==> config.mk <==
export PLATFORM = sky130hd
export DESIGN_NAME = append_log_segment_table_core
export DESIGN_NICKNAME = d
export VERILOG_FILES = /design/src/rtl/core/alst_pkg.sv /design/src/rtl/core/append_log_segment_table_core.sv /design/src/rtl/core/alst_front.sv /design/src/rtl/core/alst_back.sv
export VERILOG_INCLUDE_DIRS = /design/src /design/src/rtl/core
export SDC_FILE = /design/constraint.sdc
export NUM_CORES = 2
export LEC_CHECK = 0
export BUFFER_PORTS_ARGS = -buffer_cell sky130_fd_sc_hd__buf_2
export CORE_MARGIN = 5
export CORE_UTILIZATION = 45
export DETAILED_ROUTE_END_ITERATION = 12
export PLACE_DENSITY = 0.71
export SLEW_MARGIN = 20
export SYNTH_ARGS = -nofsm -noshare
export SYNTH_HDL_FRONTEND = slang
export SYNTH_SLANG_ARGS = --single-unit
==> constraint.sdc <==
create_clock -name clk_i -period 48.5 [get_ports clk_i]
set_input_delay 14.55 -clock clk_i [delete_from_list [all_inputs] [get_ports clk_i]]
set_output_delay 14.55 -clock clk_i [all_outputs]
set_load 0.1 [all_outputs]
==> src/rtl/core/append_log_segment_table_core_assert.svh <==
// Assertion macros for the segment table RTL.
// Used by alst_back.sv under rtl/core; depends on clk_i and rst_ni in scope.
`ifndef APPEND_LOG_SEGMENT_TABLE_CORE_ASSERT_SVH
`define APPEND_LOG_SEGMENT_TABLE_CORE_ASSERT_SVH

// Plain property, checked on every clock edge outside reset
`define ALST_ASSERT(lbl, prop, msg) \
  lbl: assert property (@(posedge clk_i) disable iff (!rst_ni) (prop)) else $error(msg);

// Implication: when ante holds, cons holds in the same cycle
`define ALST_ASSERT_IMP(lbl, ante, cons, msg) \
  lbl: assert property (@(posedge clk_i) disable iff (!rst_ni) (ante) |-> (cons)) else $error(msg);

`endif

==> src/rtl/core/alst_pkg.sv <==
// Shared types and constants of the append-log segment table.
// No dependencies; used by alst_front, alst_back and the top level.
package alst_pkg;

  localparam int SEGMENTS   = 16;
  localparam int SEG_W      = $clog2(SEGMENTS);
  localparam int CNT_W      = SEG_W + 1;
  localparam int MAX_RES    = 16;
  localparam int RES_W      = $clog2(MAX_RES + 1);
  localparam int IDX_W      = (RES_W > CNT_W) ? RES_W : CNT_W;
  localparam int SPAN_SHIFT = 4;
  localparam logic [62:0] MAX_BLK_RESET = 63'd2147483647;

  typedef enum logic [1:0] {
    FUNC_LOOKUP = 2'd0,
    FUNC_APPEND = 2'd1,
    FUNC_TRIM   = 2'd2,
    FUNC_NOP    = 2'd3
  } func_e;

  typedef enum logic [2:0] {
    ST_OK     = 3'd0,
    ST_ABSENT = 3'd1,
    ST_BADPOS = 3'd2,
    ST_FULL   = 3'd3,
    ST_ZERO   = 3'd4
  } status_e;

  typedef enum logic [2:0] {
    SQ_IDLE,
    SQ_EXEC,
    SQ_LOOK,
    SQ_TRIM,
    SQ_EMIT
  } seq_e;

  // Classified item passed from front to back
  typedef struct packed {
    func_e       func;
    logic [63:0] blk;
    logic [31:0] cnt;
    logic        cnt_zero;
  } cmd_t;

  // One result item
  typedef struct packed {
    status_e     status;
    logic [63:0] segment_start;
    logic [63:0] offset_in_segment;
    logic        new_segment;
    logic        removed;
    logic [63:0] first_block;
    logic [63:0] next_block;
    logic        last;
  } res_t;

endpackage

==> src/rtl/core/append_log_segment_table_core.sv <==
// Segment table of an append-only block log: lookup, append and trim.
// Append, unused codes and lookups outside the held range go from EXEC to the result
// register; a lookup walks the segments in LOOK; a trim drops in TRIM, then emits in EMIT.
// The back end takes one item at a time; it pops the next only once it is back in IDLE.
// Reset: table empty, block numbers zero, size limit 2147483647; no clearing pass.
module append_log_segment_table_core (
  input  logic        clk_i,
  input  logic        rst_ni,
  input  logic        in_valid_i,
  output logic        in_stall_o,
  input  logic [1:0]  func_i,
  input  logic [63:0] block_number_i,
  input  logic [31:0] block_count_i,
  output logic        out_valid_o,
  input  logic        out_stall_i,
  output logic [2:0]  status_o,
  output logic [63:0] segment_start_o,
  output logic [63:0] offset_in_segment_o,
  output logic        new_segment_o,
  output logic        removed_o,
  output logic [63:0] first_block_o,
  output logic [63:0] next_block_o,
  output logic        last_o,
  input  logic        cfg_valid_i,
  output logic        cfg_ready_o,
  input  logic [62:0] cfg_data_i
);

  alst_pkg::cmd_t cmd;
  logic           cmd_valid, cmd_pop;
  alst_pkg::res_t res;
  logic [62:0]    max_blk_q;

  // size limit register
  assign cfg_ready_o = 1'b1;
  always_ff @(posedge clk_i or negedge rst_ni) begin
    if (!rst_ni) begin
      max_blk_q <= alst_pkg::MAX_BLK_RESET;
    end else if (cfg_valid_i && cfg_ready_o) begin
      max_blk_q <= cfg_data_i;
    end
  end

  alst_front u_front (
    .clk_i          (clk_i),
    .rst_ni         (rst_ni),
    .in_valid_i     (in_valid_i),
    .in_stall_o     (in_stall_o),
    .func_i         (func_i),
    .block_number_i (block_number_i),
    .block_count_i  (block_count_i),
    .cmd_o          (cmd),
    .cmd_valid_o    (cmd_valid),
    .cmd_pop_i      (cmd_pop)
  );

  alst_back u_back (
    .clk_i       (clk_i),
    .rst_ni      (rst_ni),
    .cmd_i       (cmd),
    .cmd_valid_i (cmd_valid),
    .cmd_pop_o   (cmd_pop),
    .max_blk_i   (max_blk_q),
    .res_o       (res),
    .out_valid_o (out_valid_o),
    .out_stall_i (out_stall_i)
  );

  assign status_o            = res.status;
  assign segment_start_o     = res.segment_start;
  assign offset_in_segment_o = res.offset_in_segment;
  assign new_segment_o       = res.new_segment;
  assign removed_o           = res.removed;
  assign first_block_o       = res.first_block;
  assign next_block_o        = res.next_block;
  assign last_o              = res.last;

endmodule

==> src/rtl/core/alst_front.sv <==
// Front end: accepts items, classifies them and queues them for the back end.
// Depends on alst_pkg.
module alst_front (
  input  logic               clk_i,
  input  logic               rst_ni,
  input  logic               in_valid_i,
  output logic               in_stall_o,
  input  logic [1:0]         func_i,
  input  logic [63:0]        block_number_i,
  input  logic [31:0]        block_count_i,
  output alst_pkg::cmd_t     cmd_o,
  output logic               cmd_valid_o,
  input  logic               cmd_pop_i
);

  alst_pkg::cmd_t q_q [2];
  logic           wr_q, wr_d, rd_q, rd_d;
  logic [1:0]     fill_q, fill_d;
  logic           push, pop;
  alst_pkg::cmd_t entry;

  // classify incoming item
  always_comb begin
    entry.func     = alst_pkg::func_e'(func_i);
    entry.blk      = block_number_i;
    entry.cnt      = block_count_i;
    entry.cnt_zero = (block_count_i == 32'd0);
  end

  assign in_stall_o  = (fill_q == 2'd2);
  assign cmd_valid_o = (fill_q != 2'd0);
  assign cmd_o       = q_q[rd_q];
  assign push        = in_valid_i && !in_stall_o;
  assign pop         = cmd_pop_i && cmd_valid_o;

  // two-entry queue pointers
  always_comb begin
    wr_d   = push ? ~wr_q : wr_q;
    rd_d   = pop ? ~rd_q : rd_q;
    fill_d = fill_q + {1'b0, push} - {1'b0, pop};
  end

  always_ff @(posedge clk_i or negedge rst_ni) begin
    if (!rst_ni) begin
      wr_q   <= 1'b0;
      rd_q   <= 1'b0;
      fill_q <= 2'd0;
    end else begin
      wr_q   <= wr_d;
      rd_q   <= rd_d;
      fill_q <= fill_d;
    end
  end

  always_ff @(posedge clk_i) begin
    if (push) begin
      q_q[wr_q] <= entry;
    end
  end

endmodule

==> src/rtl/core/alst_back.sv <==
// Back end: segment table, sequencer for lookup/append/trim, result register.
// Depends on alst_pkg and append_log_segment_table_core_assert.svh.
`include "append_log_segment_table_core_assert.svh"
module alst_back (
  input  logic               clk_i,
  input  logic               rst_ni,
  input  alst_pkg::cmd_t     cmd_i,
  input  logic               cmd_valid_i,
  output logic               cmd_pop_o,
  input  logic [62:0]        max_blk_i,
  output alst_pkg::res_t     res_o,
  output logic               out_valid_o,
  input  logic               out_stall_i
);

  localparam int SW = alst_pkg::SEG_W;
  localparam int CW = alst_pkg::CNT_W;
  localparam int IW = alst_pkg::IDX_W;
  localparam int RW = alst_pkg::RES_W;

  // segment store; reads are combinational and see the content before a write in that cycle
  logic [63:0] start_q [alst_pkg::SEGMENTS];
  logic [63:0] len_q   [alst_pkg::SEGMENTS];

  alst_pkg::seq_e state_q, state_d;
  alst_pkg::cmd_t cmd_q, cmd_d;
  logic [SW-1:0]  head_q, head_d, base_q, base_d;
  logic [CW-1:0]  count_q, count_d;
  logic [IW-1:0]  idx_q, idx_d;
  logic [RW-1:0]  ndrop_q, ndrop_d;
  logic [63:0]    first_q, first_d, next_q, next_d;
  alst_pkg::res_t out_q, out_d;
  logic           out_valid_q, out_valid_d;

  logic           advance, emit;
  logic [SW-1:0]  rd_addr, wr_addr;
  logic [63:0]    rd_start, rd_len, wr_start, wr_len;
  logic           wr_start_en, wr_len_en;
  logic [64:0]    app_sum;
  logic [63:0]    span, seg_end, lk_diff;
  logic [64:0]    grow;
  logic           fresh, hit, last_res;

  assign advance     = !out_valid_q || !out_stall_i;
  assign cmd_pop_o   = (state_q == alst_pkg::SQ_IDLE) && cmd_valid_i;
  assign res_o       = out_q;
  assign out_valid_o = out_valid_q;

  // single read port, address chosen by sequencer state
  always_comb begin
    unique case (state_q)
      alst_pkg::SQ_EXEC: rd_addr = head_q + count_q[SW-1:0] - SW'(1);
      alst_pkg::SQ_LOOK: rd_addr = head_q + idx_q[SW-1:0];
      alst_pkg::SQ_EMIT: rd_addr = base_q + idx_q[SW-1:0];
      default:           rd_addr = head_q;
    endcase
  end
  assign rd_start = start_q[rd_addr];
  assign rd_len   = len_q[rd_addr];

  // datapath terms
  assign app_sum = {1'b0, next_q} + {33'd0, cmd_q.cnt};
  assign span    = next_q - first_q;
  assign grow    = {1'b0, rd_len} + {33'd0, cmd_q.cnt};
  assign fresh   = (count_q == '0) || (rd_len > (span >> alst_pkg::SPAN_SHIFT)) ||
                   (grow > {2'b00, max_blk_i});
  assign seg_end = rd_start + rd_len;
  assign lk_diff = cmd_q.blk - rd_start;
  assign hit     = (lk_diff < rd_len) && (cmd_q.blk >= rd_start);
  assign last_res = ((idx_q + IW'(1)) == IW'(ndrop_q));

  // sequencer
  always_comb begin
    state_d     = state_q;
    cmd_d       = cmd_q;
    head_d      = head_q;
    base_d      = base_q;
    count_d     = count_q;
    idx_d       = idx_q;
    ndrop_d     = ndrop_q;
    first_d     = first_q;
    next_d      = next_q;
    out_d       = out_q;
    out_valid_d = out_valid_q && out_stall_i;
    emit        = 1'b0;
    wr_addr     = head_q + count_q[SW-1:0];
    wr_start    = cmd_q.blk;
    wr_len      = {32'd0, cmd_q.cnt};
    wr_start_en = 1'b0;
    wr_len_en   = 1'b0;
    out_d.status            = alst_pkg::ST_OK;
    out_d.segment_start     = '0;
    out_d.offset_in_segment = '0;
    out_d.new_segment       = 1'b0;
    out_d.removed           = 1'b0;
    out_d.last              = 1'b1;

    unique case (state_q)
      alst_pkg::SQ_IDLE: begin
        if (cmd_valid_i) begin
          cmd_d   = cmd_i;
          state_d = alst_pkg::SQ_EXEC;
        end
      end
      alst_pkg::SQ_EXEC: begin
        if (advance) begin
          unique case (cmd_q.func)
            alst_pkg::FUNC_LOOKUP: begin
              if (cmd_q.blk >= first_q && cmd_q.blk < next_q && count_q != '0) begin
                idx_d   = '0;
                state_d = alst_pkg::SQ_LOOK;
              end else begin
                out_d.status = alst_pkg::ST_ABSENT;
                emit         = 1'b1;
              end
            end
            alst_pkg::FUNC_APPEND: begin
              emit = 1'b1;
              if (cmd_q.cnt_zero) begin
                out_d.status = alst_pkg::ST_ZERO;
              end else if (cmd_q.blk != next_q || app_sum[64]) begin
                out_d.status = alst_pkg::ST_BADPOS;
              end else if (fresh && count_q == CW'(alst_pkg::SEGMENTS)) begin
                out_d.status = alst_pkg::ST_FULL;
              end else if (fresh) begin
                wr_start_en         = 1'b1;
                wr_len_en           = 1'b1;
                count_d             = count_q + CW'(1);
                next_d              = app_sum[63:0];
                out_d.segment_start = cmd_q.blk;
                out_d.new_segment   = 1'b1;
              end else begin
                wr_addr             = rd_addr;
                wr_len              = grow[63:0];
                wr_len_en           = 1'b1;
                next_d              = app_sum[63:0];
                out_d.segment_start = rd_start;
              end
            end
            alst_pkg::FUNC_TRIM: begin
              idx_d   = '0;
              ndrop_d = '0;
              base_d  = head_q;
              state_d = alst_pkg::SQ_TRIM;
            end
            default: begin
              emit = 1'b1;
            end
          endcase
          if (emit) begin
            state_d = alst_pkg::SQ_IDLE;
          end
        end
      end
      alst_pkg::SQ_LOOK: begin
        if (advance) begin
          if (hit) begin
            out_d.segment_start     = rd_start;
            out_d.offset_in_segment = lk_diff;
            emit                    = 1'b1;
            state_d                 = alst_pkg::SQ_IDLE;
          end else if ((idx_q + IW'(1)) >= IW'(count_q)) begin
            out_d.status = alst_pkg::ST_ABSENT;
            emit         = 1'b1;
            state_d      = alst_pkg::SQ_IDLE;
          end else begin
            idx_d = idx_q + IW'(1);
          end
        end
      end
      alst_pkg::SQ_TRIM: begin
        // segments are contiguous, so the next head starts at this end
        if (ndrop_q < RW'(alst_pkg::MAX_RES) && count_q >= CW'(2) &&
            seg_end <= cmd_q.blk) begin
          head_d  = head_q + SW'(1);
          count_d = count_q - CW'(1);
          first_d = seg_end;
          ndrop_d = ndrop_q + RW'(1);
        end else begin
          idx_d   = '0;
          state_d = alst_pkg::SQ_EMIT;
        end
      end
      alst_pkg::SQ_EMIT: begin
        if (advance) begin
          emit = 1'b1;
          if (ndrop_q == '0) begin
            state_d = alst_pkg::SQ_IDLE;
          end else begin
            out_d.segment_start = rd_start;
            out_d.removed       = 1'b1;
            out_d.last          = last_res;
            idx_d               = idx_q + IW'(1);
            if (last_res) begin
              state_d = alst_pkg::SQ_IDLE;
            end
          end
        end
      end
      default: state_d = alst_pkg::SQ_IDLE;
    endcase

    if (emit) begin
      out_d.first_block = first_d;
      out_d.next_block  = next_d;
      out_valid_d       = 1'b1;
    end
  end

  always_ff @(posedge clk_i or negedge rst_ni) begin
    if (!rst_ni) begin
      state_q     <= alst_pkg::SQ_IDLE;
      head_q      <= '0;
      count_q     <= '0;
      first_q     <= '0;
      next_q      <= '0;
      out_valid_q <= 1'b0;
      idx_q       <= '0;
      ndrop_q     <= '0;
      base_q      <= '0;
    end else begin
      state_q     <= state_d;
      head_q      <= head_d;
      count_q     <= count_d;
      first_q     <= first_d;
      next_q      <= next_d;
      out_valid_q <= out_valid_d;
      idx_q       <= idx_d;
      ndrop_q     <= ndrop_d;
      base_q      <= base_d;
    end
  end

  // payload registers and store writes; the result holds until replaced
  always_ff @(posedge clk_i) begin
    cmd_q <= cmd_d;
    if (emit) begin
      out_q <= out_d;
    end
    if (wr_start_en) begin
      start_q[wr_addr] <= wr_start;
    end
    if (wr_len_en) begin
      len_q[wr_addr] <= wr_len;
    end
  end

  `ALST_ASSERT(a_count_bound, count_q <= CW'(alst_pkg::SEGMENTS), "segment count overflow")
  `ALST_ASSERT_IMP(a_look_nonempty, state_q == alst_pkg::SQ_LOOK, count_q != '0, "walk on empty table")
  `ALST_ASSERT_IMP(a_removed_ok, out_valid_q && out_q.removed, out_q.status == alst_pkg::ST_OK, "bad trim status")

endmodule

Yosys cells after proc, flatten, opt, wreduce, memory -nomap -nowiden
Memories as Yosys holds them, arrays and structs flattened. A register that Yosys moved wholly into a read port is not among the register bits.
Cells that the tools add are included.
- add/subtract/negate cells: 16
- $lt $le $gt $ge: 10
- equal/unequal tests: 31
- muxes and demuxes: 108
- bitwise operators: 4
- reductions and logical operators: 36
- operator list (cell ; number):
    $mux 64 ; 22
    $pmux 64 s3 ; 1
    $mux 131 ; 1
    $add 64x32->65 ; 2
    $ge 64x64->1 ; 2
    $lt 64x64->1 ; 2
    $mux 128 ; 1
    $sub 64x64->64 ; 2
    $mux 5 ; 18
    $mux 67 ; 1
    $gt 65x63->1 ; 1
    $add 64x64->64 ; 1
    $gt 64x60->1 ; 1
    $le 64x64->1 ; 1
    $ne 64x64->1 ; 1
    $mux 3 ; 14
    $logic_not 32->1 ; 1
    $mux 1 ; 31
    $pmux 5 s2 ; 3
    $mux 4 ; 7
    $pmux 5 s4 ; 1
    $ne 2x2->1 const B ; 9
    $pmux 3 s2 ; 3
    $add 5x1->5 const B ; 3
    other kinds (44) ; 76
- bits in registers: 484
- bits in writable memories: 2246
- bits of input ports: 166
- output and inout port bits: 265
- memories kept: 3
- memory list (memory ; words ; width ; read ports ; clocked after Yosys merged registers in ; write ports ; line ; RTL):
    u_back.len_q ; 16 ; 64 ; 1 ; 0 ; 1 ; alst_back.sv:23 ; logic [63:0] len_q [alst_pkg::SEGMENTS];
    u_back.start_q ; 16 ; 64 ; 1 ; 0 ; 1 ; alst_back.sv:22 ; logic [63:0] start_q [alst_pkg::SEGMENTS];
    u_front.q_q ; 2 ; 99 ; 1 ; 1 ; 1 ; alst_front.sv:16 ; alst_pkg::cmd_t q_q [2];

Longest topological paths before layout
An unclocked memory read counts as a cell.
- depth after elaboration: 16
- depth in mapped cells: 49

By module
A second synthesis with hierarchy kept.
- cell total of the unflattened synthesis: 10773
- area, all modules: 134205.0 um^2
- by module, submodules not included (module ; times used ; cells an instance ; area an instance (um^2)):
    alst_back ; 1 ; 10301 ; 123599.8
    alst_front ; 1 ; 337 ; 7912.6
    append_log_segment_table_core ; 1 ; 135 ; 2692.6

Least setup slack after synthesis
Ideal clock, no wire load.
- kind: input to register
- start point: in out_stall_i
- end point: reg u_back.out_q, in the netlist u_back.res_o[0], enable pin
- arrival time: 27.429 ns
- required time: 47.527 ns
- path slack: 20.098 ns
- cell stages on the path: 3
- path buffers: 1
- cell sequence: and2_1 -> clkbuf_1 -> a21oi_1
- word-level cells in the longest chain between the ends: 4
- ends and longest elaborated chain (what ; line ; RTL):
    from (decl) ; append_log_segment_table_core.sv:15 ; input logic out_stall_i,
    $logic_not 1->1 (*) ; alst_back.sv:44 ; assign advance = !out_valid_q || !out_stall_i;
    $logic_or 1x1->1 (*) ; alst_back.sv:44 ;
    $mux 1 (on tied branches) ; alst_back.sv:185, alst_back.sv:106, alst_back.sv:156 ;
    $pmux 1 s3 (*) ; alst_back.sv:98 ; unique case (state_q)
    via u_back.emit ; alst_back.sv:35 ; logic advance, emit;
    to (signal assigned) ; alst_back.sv:238 ; out_q <= out_d;
    to (decl) ; alst_back.sv:32 ; alst_pkg::res_t out_q, out_d;
The timed path passes the listed nets; every way through them passes the cells marked *.
A chain may end at the register's enable or synchronous reset.

Worst setup path in the final report
- start point: in out_stall_i
- end point: mem u_back.len_q[13][36], enable pin
- word-level cells in the longest chain between the ends: 6
- ends and longest elaborated chain (what ; line ; RTL):
    $logic_not 1->1 (*) ; alst_back.sv:44 ;
    $logic_or 1x1->1 (*) ; alst_back.sv:44 ;
    $mux 1 ; alst_back.sv:106 ; if (advance) begin
    $mux 1 ; alst_back.sv:98 ;
    $mux 1 ; alst_back.sv:243 ; if (wr_len_en) begin
    $mux 1 (not written as such) ; alst_back.sv:244 ; len_q[wr_addr] <= wr_len;
    to (decl) ; alst_back.sv:23 ;
Every way passes the cells marked *; elsewhere a longest branch is shown, timed or not.

==> results_dict.tcl <==
set metrics [dict create \
    remaining_drc_errors 0 \
    clock-skew-final_ns 0.07896 \
    reg2reg_to "u_back.len_q[1][53]$_DFFE_PP_" \
    synth_enable_flop_cells 2607 \
    required_ns 48.97 \
    asyncSetResetFlopFracSynth_pct 7.847 \
    core_sq_um 296800 \
    grt_pass1_vias 91520 \
    synth-main-ff-cell "sky130_fd_sc_hd__edfxtp_1" \
    worstSkewPairLatency_ns 0.90 \
    grtUsageTotal_pct 28.28 \
    max_cap_viol_count 0 \
    final_antenna_net_count 0 \
    clock_sink_count 2829 \
    drt-wirelength-per-cell_microns 28.25 \
    cts-root-buf "sky130_fd_sc_hd__clkbuf_16" \
    timing.reg2reg.worst_path_depth 39 \
    die_area_sq_um 309200 \
    pre_cts_slack_ns 28.65 \
    timing.critical_path.arrival_ns 19.58 \
    synthesis.instances 11290 \
    tritoncts "built" \
    holdCritPathClass "flop to flop" \
    area_grow_syn2layout_pct 12.84 \
    post_cts_hold_buffer_count 0 \
    dr_total_vias 96190 \
    fin_crit_sh_pct 39.40 \
    grt_remaining_overflow 0 \
    core.rowCount 200 \
    critical_path.startpoint "out_stall_i" \
    finalHoldViolations 0 \
    layout.cells.most_common "sky130_fd_sc_hd__edfxtp_1" \
    min_from "u_front.fill_q[1]$_DFF_PN0_" \
    min_period_ns 19.11 \
    depth_of_the_worst_hold_timing_path 1 \
    post_synthesis_sequential_area_ratio_pct 62.51 \
    peak_clock_frequency_supported_by_timing_mhz 52.33 \
    worstHoldEndpoint "u_front.fill_q[1]$_DFF_PN0_" \
    detailedRoute.firstIterationViolations 13210 \
    critPathCaptureType "flop" \
    synth_top_cell_area_share_pct 58.34 \
    final_wirelength_microns 451500 \
    drt-pass1-iter-count 8 \
    post_synth_main_area_contributors "sky130_fd_sc_hd__edfxtp_1 58%, sky130_fd_sc_hd__ha_1 6.1%, sky130_fd_sc_hd__nand2_1 6.1%, sky130_fd_sc_hd__dfrtp_1 3.6%, sky130_fd_sc_hd__nand3_1 3.3%" \
    worst_slew_margin_rel_pct 13.57 \
    clock_tree.htree_level_count 5 \
    max-clock-path-buffers 4 \
    cell_type_contributing_the_most_total_cell_area_after_synthesis "sky130_fd_sc_hd__edfxtp_1" \
    yosys_warnings 0 \
    die_w_microns 556.1 \
    top_library_cells_by_usage_in_the_layout_fill_and_taps_aside "2607 x sky130_fd_sc_hd__edfxtp_1, 2163 x sky130_fd_sc_hd__nand2_1, 888 x sky130_fd_sc_hd__nand3_1" \
    post-cts-setup-buffers 0 \
    finalWeightedCongestion 0.9790 \
    fillers 25510 \
    avgViaCountPerCell 6.018 \
    floorplan.initialDensity_pct 45.21 \
    top_level_ports 431 \
    setup-tns-final_ns 0 \
    hpwl_reported_at_the_end_of_detailed_placement_microns 305300 \
    cts_inserted_buffers 297 \
    grt_start_max_net_pins 156 \
    worstSetupStartpointType "input port" \
    postSynthAreaPerCell_sq_um 11.88 \
    setup.reg_to_reg.worst_slack_ns 31.14 \
    place.port_buffers 429 \
    yosys_register_bits 2829 \
    path_class "input port to flop" \
    setup_viol_count_final 0 \
    outcome "finished clean" \
    first_pass_grt_wire_length_microns 639000 \
    hold-worst-slack_ns 0.5064 \
    critical_path.reg2reg.startpoint "u_back.state_q[2]$_DFFE_PN0P_" \
    ctsResizeCount 0 \
    worst_slack_ns 29.39 \
    final_net_count 12610 \
    maximum_fanout_along_the_worst_path 65 \
    final_layout_size_suffix_gt1_share_pct 12.54 \
    final-max-slew-violation-count 0 \
    ys_types 110 \
    fp.dieH_microns 556.1 \
    setup_repair_after_global_routing_missed_its_margin "false" \
    antenna_found_initial 37 \
    worst_margin_slew_ns 1.297 \
    clk_transition_reported_paths_ns 0.06 \
    netlist_area_sq_um 134200 \
]
## metal layers
metal | vias up | global-route usage (%) | part of all wire, %
li1 | 42380 | - | -
met1 | 47080 | 36.22 | 37
met2 | 5551 | 43.46 | 44
met3 | 1168 | 5.153 | 9.6
met4 | 18 | 20.24 | 8.8
met5 | - | 0 | 0.062
## layout make-up
type | count | area (sq um) | share of cell area, %
repair buffers | 695 | 4287 | 2.831
flip-flops and latches | 2829 | 83880 | 55.40
multi-input cells | 7471 | 46680 | 30.83
diodes | 31 | 77.57 | 0.05123
inverters | 490 | 1839 | 1.215
well taps | 3939 | 4928 | 3.255
clock buffers | 361 | 7901 | 5.218
clock inverters | 167 | 1818 | 1.201
## cell families after synthesis
kind of cell,after synthesis,synth area share (%)
AND/OR/NAND/NOR,4069,13.67
flip-flops,2829,62.51
AO/OA/AOI/OAI,2024,9.269
buffers and inverters,1037,3.185
adder cells (fa/ha/maj),659,6.184
multiplexers,355,3.088
XOR/XNOR,315,2.082
other,2,0.005597
## flip-flops by register name (all words and copies together), names as in the netlist
register            count
u_back.next_q          64
u_back.wr_start        64
u_back.start_q       1024
u_back.base_q           4
u_back.ndrop_q          5
u_back.cmd_q           35
u_back.res_o          262
u_back.len_q         1024
u_back.state_q          3
u_back.count_q          5
u_front.rd_q            1
u_back.idx_q            5
max_blk_q              63
u_back.first_q         64
u_back.head_q           4
u_back.out_valid_o      1
u_front.fill_q          2
u_front.wr_q            1
u_front.q_q           198
## critical path, stage by stage
cell                       delay, ns
sky130_fd_sc_hd__buf_2          0.10
sky130_fd_sc_hd__and2_1         0.24
sky130_fd_sc_hd__or3_1          0.45
sky130_fd_sc_hd__nor4_1         0.32
sky130_fd_sc_hd__o31ai_1        0.15
sky130_fd_sc_hd__buf_4          0.21
sky130_fd_sc_hd__or2_2          0.33
sky130_fd_sc_hd__nand2b_4       0.61
sky130_fd_sc_hd__inv_1          0.47
sky130_fd_sc_hd__nand3_1        0.42
sky130_fd_sc_hd__o21a_1         0.31
sky130_fd_sc_hd__nor2_4         0.12
sky130_fd_sc_hd__buf_4          0.49
sky130_fd_sc_hd__buf_4          0.79
## cells in the mapped netlist (31+ instances only)
| cell type | count |
|---|---|
| sky130_fd_sc_hd__mux2i_1 | 132 |
| sky130_fd_sc_hd__dfstp_2 | 31 |
| sky130_fd_sc_hd__nor2_1 | 279 |
| sky130_fd_sc_hd__a21o_1 | 236 |
| sky130_fd_sc_hd__a31oi_1 | 99 |
| sky130_fd_sc_hd__nor4_1 | 55 |
| sky130_fd_sc_hd__o211ai_1 | 32 |
| sky130_fd_sc_hd__buf_2 | 142 |
| sky130_fd_sc_hd__buf_1 | 62 |
| sky130_fd_sc_hd__and2_1 | 99 |
| sky130_fd_sc_hd__a211oi_1 | 152 |
| sky130_fd_sc_hd__clkbuf_1 | 308 |
| sky130_fd_sc_hd__o22ai_1 | 73 |
| sky130_fd_sc_hd__mux2_2 | 193 |
| sky130_fd_sc_hd__o21ai_0 | 477 |
| sky130_fd_sc_hd__a21oi_1 | 662 |
| sky130_fd_sc_hd__and3_1 | 178 |
| sky130_fd_sc_hd__xor2_1 | 114 |
| sky130_fd_sc_hd__dfrtp_1 | 191 |
| sky130_fd_sc_hd__o21bai_1 | 43 |
| sky130_fd_sc_hd__edfxtp_1 | 2607 |
| sky130_fd_sc_hd__nor3_1 | 78 |
| sky130_fd_sc_hd__nand2b_1 | 32 |
| sky130_fd_sc_hd__inv_1 | 490 |
| sky130_fd_sc_hd__nand3_1 | 888 |
| sky130_fd_sc_hd__nor2b_1 | 57 |
| sky130_fd_sc_hd__nand4_1 | 130 |
| sky130_fd_sc_hd__nand2_1 | 2164 |
| sky130_fd_sc_hd__ha_1 | 652 |
| sky130_fd_sc_hd__xnor2_1 | 198 |
| sky130_fd_sc_hd__o21a_1 | 39 |
## stage by stage
step / cells / utilization [%] / area, sq um
detailed placement: 15420 / 47.67 / 141500
finish: 15980 / 51.02 / 151400
global route: 15960 / 51.00 / 151400
floorplan: 11340 / - / 134400
global placement: 15420 / 47.67 / 141500
CTS: 15950 / 50.95 / 151200
## how the worst max path moves through the flow
stage / end / depth (start not counted)
global placement: u_back.len_q[13][55]$_DFFE_PP_ / 14
floorplan: u_back.res_o[0]$_SDFFCE_PP1P_ / 3
detailed placement: u_back.len_q[13][55]$_DFFE_PP_ / 14
finish: u_back.len_q[13][36]$_DFFE_PP_ / 14
global route: u_back.len_q[15][0]$_DFFE_PP_ / 13
CTS: u_back.len_q[13][36]$_DFFE_PP_ / 14
Power is not shown: default switching activity piles up to over one toggle a cycle in this logic, so the estimate is an artifact.
